===== src/rtl/dtsg_pkg.sv =====
// Shared types and constants for the debounced toggle switch groups block.
// No dependencies; every other file of the block depends on this package.
`default_nettype none

package dtsg_pkg;

    localparam int LINE_BITS = 9;
    localparam int DEB_W     = 7;
    localparam int CHAN_W    = 4;
    localparam int KEY_W     = 7;
    localparam int HOLD_W    = 8;
    localparam int CFG_IDX_W = 1;
    localparam int CFG_DAT_W = 7;

    localparam logic [KEY_W-1:0] KEY_STRIDE_SH = 7'd3;
    localparam logic [KEY_W-1:0] KEY_BASE      = 7'd3;

    localparam logic [CFG_IDX_W-1:0] CFG_DEBOUNCE = 1'b0;
    localparam logic [CFG_IDX_W-1:0] CFG_CHANNEL  = 1'b1;

    localparam logic [DEB_W-1:0]  DEB_RESET  = 7'd10;
    localparam logic [CHAN_W-1:0] CHAN_RESET = 4'd0;

    typedef logic [LINE_BITS-1:0]     levels_t;
    typedef logic [CHAN_W-1:0]        chan_t;
    typedef logic [KEY_W-1:0]         key_t;
    typedef logic signed [HOLD_W-1:0] hold_t;

    typedef enum logic [2:0] {
        ST_IDLE,
        ST_READ,
        ST_EVAL,
        ST_CLR,
        ST_FIN
    } state_t;

    typedef struct packed {
        logic start;
        logic rd;
        logic upd;
        logic tog;
        logic adv;
        logic clr_k;
        logic k_inc;
        logic flush;
    } cmd_t;

    typedef struct packed {
        logic press;
        logic is_on;
        logic idx_last;
        logic k_last;
        logic k_hit;
        logic can_emit;
        logic pend_valid;
        logic out_free;
    } sts_t;

endpackage

`default_nettype wire


===== src/rtl/dtsg_in_if.sv =====
// Input channel: one scan tick of raw switch levels per beat.
// Depends on dtsg_pkg.
`default_nettype none

interface dtsg_in_if;
    logic             valid;
    logic             ready;
    dtsg_pkg::levels_t switch_levels;

    modport source (output valid, output switch_levels, input ready);
    modport sink   (input valid, input switch_levels, output ready);
endinterface

`default_nettype wire


===== src/rtl/dtsg_out_if.sv =====
// Output channel: one note event per beat.
// Depends on dtsg_pkg.
`default_nettype none

interface dtsg_out_if;
    logic              valid;
    logic              ready;
    dtsg_pkg::chan_t   channel;
    dtsg_pkg::key_t    key_number;
    logic              note_on;
    dtsg_pkg::levels_t lit_vector;
    logic              last_event;

    modport source (output valid, output channel, output key_number, output note_on,
                    output lit_vector, output last_event, input ready);
    modport sink   (input valid, input channel, input key_number, input note_on,
                    input lit_vector, input last_event, output ready);
endinterface

`default_nettype wire


===== src/rtl/dtsg_dp.sv =====
// Datapath: configuration, latches, hold-off memory, scan counters,
// pending event and output register. Depends on dtsg_pkg and dtsg_out_if.
`default_nettype none

module dtsg_dp #(
    parameter int GROUPS = 3,
    parameter int SHIFTS = 3
) (
    input  wire logic                               clk,
    input  wire logic                               rst_n,
    input  wire logic                               cfg_we,
    input  wire logic [dtsg_pkg::CFG_IDX_W-1:0]     cfg_index,
    input  wire logic [dtsg_pkg::CFG_DAT_W-1:0]     cfg_data,
    input  wire dtsg_pkg::levels_t                  levels,
    input  wire dtsg_pkg::cmd_t                     cmd,
    output dtsg_pkg::sts_t                          sts,
    dtsg_out_if.source                              ev
);
    import dtsg_pkg::*;

    localparam int NSW = GROUPS * SHIFTS;
    localparam int IW  = (NSW > 1) ? $clog2(NSW) : 1;
    localparam int GW  = (GROUPS > 1) ? $clog2(GROUPS) : 1;
    localparam int SW  = (SHIFTS > 1) ? $clog2(SHIFTS) : 1;

    logic [DEB_W-1:0] deb_reg;
    chan_t            chan_reg;
    levels_t          levels_reg;

    logic [NSW-1:0] lat_reg, lat_next;
    logic [NSW-1:0] hv_reg;
    hold_t          mem [NSW];
    hold_t          rd_data_reg;
    logic           rd_valid_reg;

    logic [IW-1:0] idx_reg, base_reg;
    logic [GW-1:0] g_reg;
    logic [SW-1:0] s_reg, k_reg;
    logic [IW-1:0] gk;

    logic          pend_valid_reg;
    chan_t         pend_chan_reg;
    key_t          pend_key_reg;
    logic          pend_on_reg;
    levels_t       pend_lit_reg;

    logic          out_valid_reg;
    chan_t         out_chan_reg;
    key_t          out_key_reg;
    logic          out_on_reg;
    levels_t       out_lit_reg;
    logic          out_last_reg;

    logic [NSW-1:0] lvl_ext;
    levels_t        lit_next;
    hold_t          d, d_next, deb_s;
    logic           pressed;
    logic           emit;
    logic           out_free;
    key_t           ev_key;
    logic [SW-1:0]  ev_shift;

    generate
        if (NSW > LINE_BITS) begin : g_lvl_wide
            assign lvl_ext  = {{(NSW-LINE_BITS){1'b1}}, levels_reg};
            assign lit_next = lat_next[LINE_BITS-1:0];
        end else if (NSW == LINE_BITS) begin : g_lvl_eq
            assign lvl_ext  = levels_reg;
            assign lit_next = lat_next;
        end else begin : g_lvl_narrow
            assign lvl_ext  = levels_reg[NSW-1:0];
            assign lit_next = {{(LINE_BITS-NSW){1'b0}}, lat_next};
        end
    endgenerate

    assign gk      = base_reg + IW'(k_reg);
    assign d       = rd_valid_reg ? rd_data_reg : '0;
    assign deb_s   = hold_t'({1'b0, deb_reg});
    assign pressed = ~lvl_ext[idx_reg];

    always_comb
    begin
        if (d > 8'sd1)
            d_next = d - 8'sd1;
        else if (d < 8'sd0)
            d_next = d + 8'sd1;
        else if (d == 8'sd0 && pressed)
            d_next = deb_s;
        else if (d == 8'sd1 && !pressed)
            d_next = -deb_s;
        else
            d_next = d;
    end

    always_comb
    begin
        lat_next = lat_reg;
        if (cmd.tog)
            lat_next[idx_reg] = ~lat_reg[idx_reg];
        else if (cmd.clr_k)
            lat_next[gk] = 1'b0;
    end

    assign emit     = cmd.tog | cmd.clr_k;
    assign out_free = ~out_valid_reg | ev.ready;
    assign ev_shift = cmd.tog ? s_reg : k_reg;
    assign ev_key   = (KEY_W'(g_reg) << KEY_STRIDE_SH) + KEY_BASE + KEY_W'(ev_shift);

    always_comb
    begin
        sts.press      = (d == 8'sd0) && pressed;
        sts.is_on      = lat_reg[idx_reg];
        sts.idx_last   = (idx_reg == IW'(NSW-1));
        sts.k_last     = (k_reg == SW'(SHIFTS-1));
        sts.k_hit      = (k_reg != s_reg) && lat_reg[gk];
        sts.can_emit   = ~pend_valid_reg | out_free;
        sts.pend_valid = pend_valid_reg;
        sts.out_free   = out_free;
    end

    // configuration
    always_ff @(posedge clk or negedge rst_n)
    begin
        if (!rst_n)
        begin
            deb_reg  <= DEB_RESET;
            chan_reg <= CHAN_RESET;
        end
        else if (cfg_we)
        begin
            unique case (cfg_index)
                CFG_DEBOUNCE: deb_reg  <= cfg_data;
                CFG_CHANNEL:  chan_reg <= cfg_data[CHAN_W-1:0];
                default:      ;
            endcase
        end
    end

    // hold-off memory
    always_ff @(posedge clk)
    begin
        if (cmd.upd)
            mem[idx_reg] <= d_next;
        if (cmd.rd)
            rd_data_reg <= mem[idx_reg];
    end

    always_ff @(posedge clk or negedge rst_n)
    begin
        if (!rst_n)
        begin
            hv_reg       <= '0;
            rd_valid_reg <= 1'b0;
            lat_reg      <= '0;
        end
        else
        begin
            if (cmd.upd)
                hv_reg[idx_reg] <= 1'b1;
            if (cmd.rd)
                rd_valid_reg <= hv_reg[idx_reg];
            lat_reg <= lat_next;
        end
    end

    // scan counters
    always_ff @(posedge clk)
    begin
        if (cmd.start)
            levels_reg <= levels;
    end

    always_ff @(posedge clk or negedge rst_n)
    begin
        if (!rst_n)
        begin
            idx_reg  <= '0;
            base_reg <= '0;
            g_reg    <= '0;
            s_reg    <= '0;
            k_reg    <= '0;
        end
        else if (cmd.start)
        begin
            idx_reg  <= '0;
            base_reg <= '0;
            g_reg    <= '0;
            s_reg    <= '0;
            k_reg    <= '0;
        end
        else
        begin
            if (cmd.adv)
            begin
                idx_reg <= idx_reg + IW'(1);
                if (s_reg == SW'(SHIFTS-1))
                begin
                    s_reg    <= '0;
                    g_reg    <= g_reg + GW'(1);
                    base_reg <= base_reg + IW'(SHIFTS);
                end
                else
                begin
                    s_reg <= s_reg + SW'(1);
                end
            end
            if (cmd.adv || cmd.tog)
                k_reg <= '0;
            else if (cmd.k_inc)
                k_reg <= k_reg + SW'(1);
        end
    end

    // pending event and output register
    always_ff @(posedge clk or negedge rst_n)
    begin
        if (!rst_n)
        begin
            pend_valid_reg <= 1'b0;
            out_valid_reg  <= 1'b0;
        end
        else
        begin
            if (emit)
                pend_valid_reg <= 1'b1;
            else if (cmd.flush)
                pend_valid_reg <= 1'b0;

            if ((emit && pend_valid_reg) || cmd.flush)
                out_valid_reg <= 1'b1;
            else if (ev.ready)
                out_valid_reg <= 1'b0;
        end
    end

    always_ff @(posedge clk)
    begin
        if (emit)
        begin
            pend_chan_reg <= chan_reg;
            pend_key_reg  <= ev_key;
            pend_on_reg   <= cmd.tog & ~lat_reg[idx_reg];
            pend_lit_reg  <= lit_next;
        end
        if ((emit && pend_valid_reg) || cmd.flush)
        begin
            out_chan_reg <= pend_chan_reg;
            out_key_reg  <= pend_key_reg;
            out_on_reg   <= pend_on_reg;
            out_lit_reg  <= pend_lit_reg;
            out_last_reg <= cmd.flush;
        end
    end

    assign ev.valid      = out_valid_reg;
    assign ev.channel    = out_chan_reg;
    assign ev.key_number = out_key_reg;
    assign ev.note_on    = out_on_reg;
    assign ev.lit_vector = out_lit_reg;
    assign ev.last_event = out_last_reg;

endmodule

`default_nettype wire


===== src/rtl/dtsg_ctrl.sv =====
// Controller: walks the switches of one scan tick and sequences events.
// Depends on dtsg_pkg.
`default_nettype none

module dtsg_ctrl (
    input  wire logic            clk,
    input  wire logic            rst_n,
    input  wire logic            in_valid,
    output logic                 in_ready,
    input  wire dtsg_pkg::sts_t  sts,
    output dtsg_pkg::cmd_t       cmd
);
    import dtsg_pkg::*;

    state_t state_reg, state_next;
    logic   clr_step;

    assign clr_step = ~sts.k_hit | sts.can_emit;

    always_ff @(posedge clk or negedge rst_n)
    begin
        if (!rst_n)
            state_reg <= ST_IDLE;
        else
            state_reg <= state_next;
    end

    always_comb
    begin
        state_next = state_reg;
        unique case (state_reg)
            ST_IDLE:
                if (in_valid)
                    state_next = ST_READ;
            ST_READ:
                state_next = ST_EVAL;
            ST_EVAL:
                if (!sts.press)
                    state_next = sts.idx_last ? ST_FIN : ST_READ;
                else if (sts.can_emit)
                begin
                    if (!sts.is_on)
                        state_next = ST_CLR;
                    else
                        state_next = sts.idx_last ? ST_FIN : ST_READ;
                end
            ST_CLR:
                if (clr_step && sts.k_last)
                    state_next = sts.idx_last ? ST_FIN : ST_READ;
            ST_FIN:
                if (!sts.pend_valid || sts.out_free)
                    state_next = ST_IDLE;
            default:
                state_next = ST_IDLE;
        endcase
    end

    always_comb
    begin
        cmd      = '0;
        in_ready = 1'b0;
        unique case (state_reg)
            ST_IDLE:
            begin
                in_ready  = 1'b1;
                cmd.start = in_valid;
            end
            ST_READ:
                cmd.rd = 1'b1;
            ST_EVAL:
                if (!sts.press)
                begin
                    cmd.upd = 1'b1;
                    cmd.adv = 1'b1;
                end
                else if (sts.can_emit)
                begin
                    cmd.upd = 1'b1;
                    cmd.tog = 1'b1;
                    cmd.adv = sts.is_on;
                end
            ST_CLR:
                if (clr_step)
                begin
                    cmd.clr_k = sts.k_hit;
                    cmd.adv   = sts.k_last;
                    cmd.k_inc = ~sts.k_last;
                end
            ST_FIN:
                cmd.flush = sts.pend_valid & sts.out_free;
            default:
                ;
        endcase
    end

endmodule

`default_nettype wire


===== src/rtl/debounced_toggle_switch_groups_core.sv =====
// Top level of the debounced toggle switch groups block.
// Depends on dtsg_pkg, dtsg_in_if, dtsg_out_if, dtsg_ctrl and dtsg_dp.
//
//  channel   dir   beat
//  sw_in     in    raw active-low switch levels of one scan tick
//  ev_out    out   note event: channel, key, on/off, lit switches, last mark
//  cfg_*     in    register write: debounce ticks, note channel
//
// A scan tick visits each switch in two steps (hold-off memory read, then update),
// plus one step per shift of the group after each turn-on, plus one flush step.
// Stalls on ev_out can hold the steps that emit events, and the flush.
// The next tick is taken once the last event of a tick sits in the output register.
// Reset clears latches and hold-off counters at once and loads register defaults.
`default_nettype none

module debounced_toggle_switch_groups_core #(
    parameter int GROUPS = 3,
    parameter int SHIFTS = 3
) (
    input  wire logic                           clk,
    input  wire logic                           rst_n,
    input  wire logic                           cfg_we,
    input  wire logic [dtsg_pkg::CFG_IDX_W-1:0] cfg_index,
    input  wire logic [dtsg_pkg::CFG_DAT_W-1:0] cfg_data,
    dtsg_in_if.sink                             sw_in,
    dtsg_out_if.source                          ev_out
);
    import dtsg_pkg::*;

    cmd_t cmd;
    sts_t sts;

    dtsg_ctrl u_ctrl (
        .clk      (clk),
        .rst_n    (rst_n),
        .in_valid (sw_in.valid),
        .in_ready (sw_in.ready),
        .sts      (sts),
        .cmd      (cmd)
    );

    dtsg_dp #(
        .GROUPS (GROUPS),
        .SHIFTS (SHIFTS)
    ) u_dp (
        .clk       (clk),
        .rst_n     (rst_n),
        .cfg_we    (cfg_we),
        .cfg_index (cfg_index),
        .cfg_data  (cfg_data),
        .levels    (sw_in.switch_levels),
        .cmd       (cmd),
        .sts       (sts),
        .ev        (ev_out)
    );

endmodule

`default_nettype wire


===== src/flat_wrapper.sv =====
// flat-port wrapper written by rule: the top's interface ports become plain ports
module debounced_toggle_switch_groups_core_flat import dtsg_pkg::*;
#(
    parameter int GROUPS = 3,
    parameter int SHIFTS = 3
)
  (clk, rst_n, cfg_we, cfg_index, cfg_data, sw_in_valid, sw_in_switch_levels, sw_in_ready, ev_out_valid, ev_out_channel, ev_out_key_number, ev_out_note_on, ev_out_lit_vector, ev_out_last_event, ev_out_ready);
  dtsg_in_if sw_in_i ();
  dtsg_out_if ev_out_i ();
  input  wire logic clk;
  input  wire logic rst_n;
  input  wire logic cfg_we;
  input  wire logic [dtsg_pkg::CFG_IDX_W-1:0] cfg_index;
  input  wire logic [dtsg_pkg::CFG_DAT_W-1:0] cfg_data;
  input wire logic [$bits(sw_in_i.valid)-1:0] sw_in_valid;
  input wire logic [$bits(sw_in_i.switch_levels)-1:0] sw_in_switch_levels;
  output wire logic [$bits(sw_in_i.ready)-1:0] sw_in_ready;
  output wire logic [$bits(ev_out_i.valid)-1:0] ev_out_valid;
  output wire logic [$bits(ev_out_i.channel)-1:0] ev_out_channel;
  output wire logic [$bits(ev_out_i.key_number)-1:0] ev_out_key_number;
  output wire logic [$bits(ev_out_i.note_on)-1:0] ev_out_note_on;
  output wire logic [$bits(ev_out_i.lit_vector)-1:0] ev_out_lit_vector;
  output wire logic [$bits(ev_out_i.last_event)-1:0] ev_out_last_event;
  input wire logic [$bits(ev_out_i.ready)-1:0] ev_out_ready;
  assign sw_in_i.valid = sw_in_valid;
  assign sw_in_i.switch_levels = sw_in_switch_levels;
  assign sw_in_ready = sw_in_i.ready;
  assign ev_out_valid = ev_out_i.valid;
  assign ev_out_channel = ev_out_i.channel;
  assign ev_out_key_number = ev_out_i.key_number;
  assign ev_out_note_on = ev_out_i.note_on;
  assign ev_out_lit_vector = ev_out_i.lit_vector;
  assign ev_out_last_event = ev_out_i.last_event;
  assign ev_out_i.ready = ev_out_ready;
  debounced_toggle_switch_groups_core #(.GROUPS(GROUPS), .SHIFTS(SHIFTS)) u_core (.clk(clk), .rst_n(rst_n), .cfg_we(cfg_we), .cfg_index(cfg_index), .cfg_data(cfg_data), .sw_in(sw_in_i), .ev_out(ev_out_i));
endmodule

===== config.mk =====
export PLATFORM = sky130hd
export DESIGN_NAME = debounced_toggle_switch_groups_core_flat
export DESIGN_NICKNAME = d
export VERILOG_FILES = /design/src/rtl/dtsg_pkg.sv /design/src/rtl/dtsg_in_if.sv /design/src/rtl/dtsg_out_if.sv /design/src/rtl/dtsg_dp.sv /design/src/rtl/dtsg_ctrl.sv /design/src/rtl/debounced_toggle_switch_groups_core.sv /design/src/flat_wrapper.sv
export SDC_FILE = /design/constraint.sdc
export NUM_CORES = 1
export LEC_CHECK = 0
export ABC_CLOCK_PERIOD_IN_PS = 5550
export BUFFER_PORTS_ARGS = -buffer_cell sky130_fd_sc_hd__buf_2
export CORE_MARGIN = 1
export CORE_UTILIZATION = 60
export DETAILED_ROUTE_END_ITERATION = 10
export HOLD_SLACK_MARGIN = 0.12
export PLACE_DENSITY = 0.79
export SETUP_SLACK_MARGIN = 0.2
export SLEW_MARGIN = 40
export SYNTH_ARGS = -nofsm -noshare
export SYNTH_HDL_FRONTEND = slang
export SYNTH_SLANG_ARGS = --single-unit

===== constraint.sdc =====
create_clock -name clk -period 5.55 [get_ports clk]
set_input_delay 0 -clock clk [delete_from_list [all_inputs] [get_ports clk]]
set_output_delay 0 -clock clk [all_outputs]
set_load 0.03 [all_outputs]

==> results of run 1 <==
layer usage:
metal | share of wire, % | GRT usage [%]
met5 | 0 | 0
met4 | 2.5 | 11.30
met3 | 6.4 | 6.515
met2 | 50 | 42.98
met1 | 41 | 34.71
what timing repair did:
action	4_1_cts	5_1_grt
hold buffers	29	0
endpoints found under the setup margin	0	0
setup buffers	0	0
hold endpoints to repair	72	0
power by group:
group          switching [W]  internal [W]  leakage, nW
Combinational        0.00129      0.000719         1.44
Sequential          0.000321       0.00203         1.77
Clock               0.000550      0.000596        0.276
Total                0.00216       0.00334         3.49
cells in the mapped netlist, types with 6 or more instances:
master	instances
mux4_2	17
nor3_1	14
buf_2	10
nand2b_1	6
or2_2	10
nand3_1	24
inv_1	23
xnor2_1	6
mux2_2	13
dfrtp_1	47
clkbuf_1	13
o21ai_0	33
ha_1	14
and3_1	8
mux2i_1	37
a21oi_1	14
nor2_1	17
o211ai_1	6
or4_1	6
edfxtp_1	128
nand2_1	43
o31ai_1	6
tightest hold or removal path: stages:
cell           delay [ns]
dlygate4sd3_1        0.53
buf_2                0.10
buf_4                0.51
final cells by class:
cell class,instances,area share [%]
sequential,177,54.54
multi-input combinational,361,30.19
timing repair buffer,77,5.834
clock buffer,17,4.571
tap,176,2.366
clock inverter,15,1.532
inverter,24,0.9679
kinds of logic (layout without fill, tap and decap cells):
kind of cell             count (synthesis)  count (layout)  share of synthesized area [%]
adder cells (fa/ha/maj)                 15              15                          2.407
AND/OR/NAND/NOR                        164             164                          10.94
XOR/XNOR                                10              10                          1.080
AO/OA/AOI/OAI                          103             103                          8.903
buffers and inverters                   56             133                          2.978
other                                    1               2                        0.04624
flip-flops                             177             177                          62.55
multiplexers                            67              67                          11.09
how the worst min path moves through the flow:
stage                            endpoint  slack, ns  cells after the start
2_1_floorplan  u_core.u_ctrl.state_reg[0]      -0.30                      0
3_3_place_gp        u_core.u_dp.hv_reg[6]       0.14                      2
3_5_place_dp         u_core.u_dp.s_reg[1]       0.16                      2
4_1_cts              u_core.u_dp.s_reg[1]       0.23                      3
5_1_grt           u_core.u_dp.base_reg[1]       0.27                      3
6_report            u_core.u_dp.hv_reg[5]       0.23                      3
through the flow:
stage	setup WS [ns]	power, W	util, %	hold slack [ns]
after CTS	1.763	0.005498	70.50	0.2310
after global routing	1.611	0.005819	70.57	0.2687
after floorplan	1.574	0.003741	-	-0.2956
after global placement	1.755	0.004223	63.92	0.1447
after detailed placement	1.782	0.004324	63.99	0.1568
final	1.852	0.005504	70.57	0.2277
==> impl_metrics.tcl, run 1 <==
set metrics [dict create \
    synth_top_cell_by_area "edfxtp_1" \
    nNetsFinal 695 \
    clockBufferDepth 2 \
    relSlewSlack_pct 46.23 \
    critPathMaxStageDelay_ns 0.71 \
    cp.depth 7 \
    ys_types 74 \
    drive_gt1_share_pct 20.12 \
    r2r_start "u_core.u_dp.idx_reg[0]" \
    most-common-layout-cells "128 x edfxtp_1, 44 x dfrtp_1, 43 x nand2_1, 43 x buf_2, 37 x mux2i_1" \
    synth_area_per_cell_um2 13.67 \
    final-seq-area_um2 5076 \
    final_antenna_net_count 0 \
    cts_inserted_buffers 17 \
    routabilityCongestion 0.9631 \
    drc_errors 0 \
    path_cells "buf_4, or4bb_1, o311ai_0, o32a_1, nor4_4, a21oi_1, inv_1" \
    layout_commonest_cell "edfxtp_1" \
    die_x_um 118.3 \
    hold_viol_final 0 \
    fin_crit_ns 3.698 \
    start_kind "flip-flop" \
    status "finished, final reports clean" \
    portBuffers 43 \
    fmax_ghz 0.2704 \
    htreeDepth 4 \
    final_area_um2 9308 \
    ys_seq_area_share_pct 62.55 \
    vias 5260 \
    multi_input_area_um2 2810 \
    pin_count 46 \
    largest-register "u_core.u_dp.mem" \
    ys_seq_elements 177 \
    clock_latency_ns 0.43 \
    tightest_slew_ns 0.8005 \
    clock_skew_ns 0.009790 \
    crit_required_ns 5.61 \
    grt_antenna_before_repair 0 \
    timing.rr.end "u_core.u_dp.pend_chan_reg[0]" \
    cts_root_buffer "clkbuf_16" \
    grt_usage_pct 26.66 \
    tns_ns 0 \
    area_delta_synth_final_pct 14.78 \
    min-delay-path-class "in -> async" \
    cts.clk_slew.worst_paths_ns 0.07 \
    reg2reg_slack_ns 1.85 \
    ys.flop_type "edfxtp_1" \
    largest_reg_flops 72 \
    syn_area_um2 8109 \
    synthDominantCellAreaShare_pct 47.40 \
    synth.area.top_cells "edfxtp_1 47%, dfrtp_1 15%, mux4_2 4.7%" \
    cts_tree "built" \
    synthCells 593 \
    routed_wl_mm 17.16 \
    cp_slowest_cell "nor4_4" \
    grt_remaining_overflow 0 \
    dpl.hpwl_mm 11.56 \
    drt_iter0_drc 546 \
    synth_edf_count 128 \
    grt_max_degree 50 \
    post-place-cells 785 \
    die_area_um2 13980 \
    cp_top_family "buffers and inverters" \
    fin_crit_sh_pct 66.63 \
    crit_start "u_core.u_dp.idx_reg[0]" \
    grt_pass1_wl_mm 27.91 \
    critical_path_class "reg -> reg" \
    critPathMaxFanout 30 \
    floorplan.rows 42 \
    nFillCells 864 \
    final_cells 847 \
    post_cts_resized 0 \
    antennaDiodeCount 0 \
    final-max-slew-violation-count 0 \
    power.density_nw_per_um2 591.3 \
    yosys_warnings 0 \
    cp.arrival_ns 3.76 \
    setup_viol 0 \
    power.leakage_nw 3.492 \
    ir_worst_vdd_mv 0.3562 \
    routedWlPerCell_um 20.26 \
    firstDrtPassIters 7 \
    grt_pass1_vias 5269 \
    place_area_um2 8441 \
    core-area_um2 13190 \
    cp-endpoint "u_core.u_dp.pend_chan_reg[0]" \
    die_h_um 118.3 \
    initial_core_util_pct 61.48 \
    ff2ff_path_depth 7 \
    end_kind "flip-flop" \
    critical_path_buf_inv_count 2 \
    maxCapViolCount 0 \
    numClockSinks 177 \
    post_drt_via_cell_ratio 6.210 \
    async_reset_ff_share_pct 27.68 \
    rsz0062_at_grt "false" \
]
Note: power is estimated with default switching activity, not from simulation.
==> run 2, diff against run 1 <==
ABC_CLOCK_PERIOD_IN_PS = 3500   (was 5550)
clock period = 3.5 ns   (was 5.55 ns; I/O delays follow)
==> impl_metrics.tcl, run 2 (synthesized netlist as in run 1, its figures left out) <==
set metrics [dict create \
    status "finished, final reports clean" \
    largest-register "u_core.u_dp.mem" \
    wl_met3_um 828 \
    hold_viol_final 0 \
    cellInternalPower_w 0.005391 \
    tightest_slew_ns 0.8507 \
    die_h_um 118.3 \
    nNetsFinal 707 \
    cts.clk_slew.worst_paths_ns 0.07 \
    drive_gt1_share_pct 21.67 \
    routedWlPerCell_um 20.28 \
    rsz0062_at_grt "false" \
    floorplan.rows 42 \
    routabilityCongestion 0.8551 \
    routed_wl_mm 17.42 \
    grt_pass1_vias 5201 \
    die_x_um 118.3 \
    relSlewSlack_pct 43.29 \
    largest_reg_flops 72 \
    final-seq-area_um2 5072 \
    portBuffers 43 \
    cts_tree "built" \
    cts_inserted_buffers 17 \
    htreeDepth 4 \
    wl_met2_mm 8.499 \
    final_antenna_net_count 0 \
    vias 5302 \
    fin_crit_sh_pct 88.22 \
    wl_met1_mm 7.788 \
    numClockSinks 177 \
    grt_usage_pct 26.61 \
    clkPwrFrac_pct 20.8 \
    final_cells 859 \
    cp.arrival_ns 3.27 \
    min-delay-path-class "in -> async" \
    multi_input_area_um2 2809 \
    grt_remaining_overflow 0 \
    post_drt_via_cell_ratio 6.172 \
    crit_required_ns 3.68 \
    p_sw_w 0.003509 \
    clock_latency_ns 0.44 \
    firstDrtPassIters 5 \
    place_area_um2 8521 \
    most-common-layout-cells "128 x edfxtp_1, 47 x dfrtp_1, 43 x nand2_1, 43 x buf_2, 37 x mux2i_1" \
    crit_start "u_core.u_dp.base_reg[0]" \
    fin_crit_ns 3.088 \
    final-max-slew-violation-count 0 \
    clockBufferDepth 2 \
    dpl.hpwl_mm 11.73 \
    critPathMaxFanout 7 \
    cts_root_buffer "clkbuf_16" \
    swShare_pct 39.42 \
    holdWs_ns 0.2103 \
    drt_iter0_drc 607 \
    antennaDiodeCount 0 \
    core-area_um2 13190 \
    ir_worst_vdd_mv 0.5758 \
    grt_max_degree 50 \
    combPwrFrac_pct 38.7 \
    highest_layer "met4" \
    grt_antenna_before_repair 0 \
    nFillCells 870 \
    reg2reg_slack_ns 0.41 \
    area_delta_synth_final_pct 16.17 \
    layout_commonest_cell "edfxtp_1" \
    die_area_um2 13980 \
    drc_errors 0 \
    clock_skew_ns 0.01301 \
    power.leakage_nw 3.566 \
    r2r_start "u_core.u_dp.base_reg[0]" \
    initial_core_util_pct 61.48 \
    maxCapViolCount 0 \
    critical_path_class "reg -> reg" \
    final_area_um2 9420 \
    fmax_ghz 0.3238 \
    seq_power_share_pct 40.4 \
    pin_count 46 \
    tns_ns 0 \
    timing.rr.end "u_core.u_dp.pend_lit_reg[1]" \
    start_kind "flip-flop" \
    grt_pass1_wl_mm 27.66 \
    power.density_nw_per_um2 944.8 \
    post-place-cells 797 \
    ff2ff_path_depth 9 \
    setup_viol 0 \
    end_kind "flip-flop" \
]
[run 2: worst max-delay path by stage]
stage                                             end  slack (ns)
after floorplan             u_core.u_dp.ev.channel[0]        0.43
after global placement    u_core.u_dp.pend_key_reg[3]        0.35
after detailed placement  u_core.u_dp.pend_key_reg[3]        0.28
after CTS                 u_core.u_dp.pend_lit_reg[6]        0.26
after global routing      u_core.u_dp.pend_lit_reg[4]        0.25
final                     u_core.u_dp.pend_lit_reg[1]        0.41
[run 2: routing by layer]
layer | up-vias | GRT usage (%)
met1 | 2675 | 35.94
met2 | 171 | 42.35
met4 | 0 | 10.90
met5 | - | 0
li1 | 2426 | -
met3 | 30 | 5.647
[run 2: layout make-up]
type | instances | share of cell area [%]
Timing Repair Buffer | 89 | 6.721
Sequential cell | 177 | 53.85
Clock buffer | 17 | 4.516
Clock inverter | 15 | 1.767
Multi-Input combinational cell | 361 | 29.82
Tap cell | 176 | 2.338
Inverter | 24 | 0.9961
[run 2: critical path, cell delays in order, from the launching register on]
cell	delay [ns]
dfrtp_1	0.41
ha_1	0.21
inv_1	0.07
fa_2	0.63
mux2i_1	0.10
nand3_1	0.09
nand4_1	0.28
or4_1	0.56
or2_0	0.23
a32o_1	0.27
[run 2: what timing repair did]
action                                 CTS  global route
setup endpoints to repair                0            41
endpoints found under the hold margin   72             0
setup buffers                            0             1
hold buffers                            29             0
gates resized for setup                  0             4
[run 2: metrics by stage]
stage	setup slack (ns)	utilization [%]	total power [W]
floorplan	0.4343	-	0.005932
global placement	0.3457	64.60	0.006846
detailed placement	0.2811	64.60	0.006945
CTS	0.2625	71.29	0.008847
global route	0.2458	71.42	0.009344
finish	0.4121	71.42	0.008900
[run 2: power groups by stage]
stage                     Clock, W  Sequential, W  Combinational (W)
after global routing       0.00196        0.00365            0.00374
final                      0.00185        0.00360            0.00345
after global placement           0        0.00360            0.00325
after CTS                  0.00187        0.00359            0.00338
after detailed placement         0        0.00362            0.00332
after floorplan                  0        0.00360            0.00233
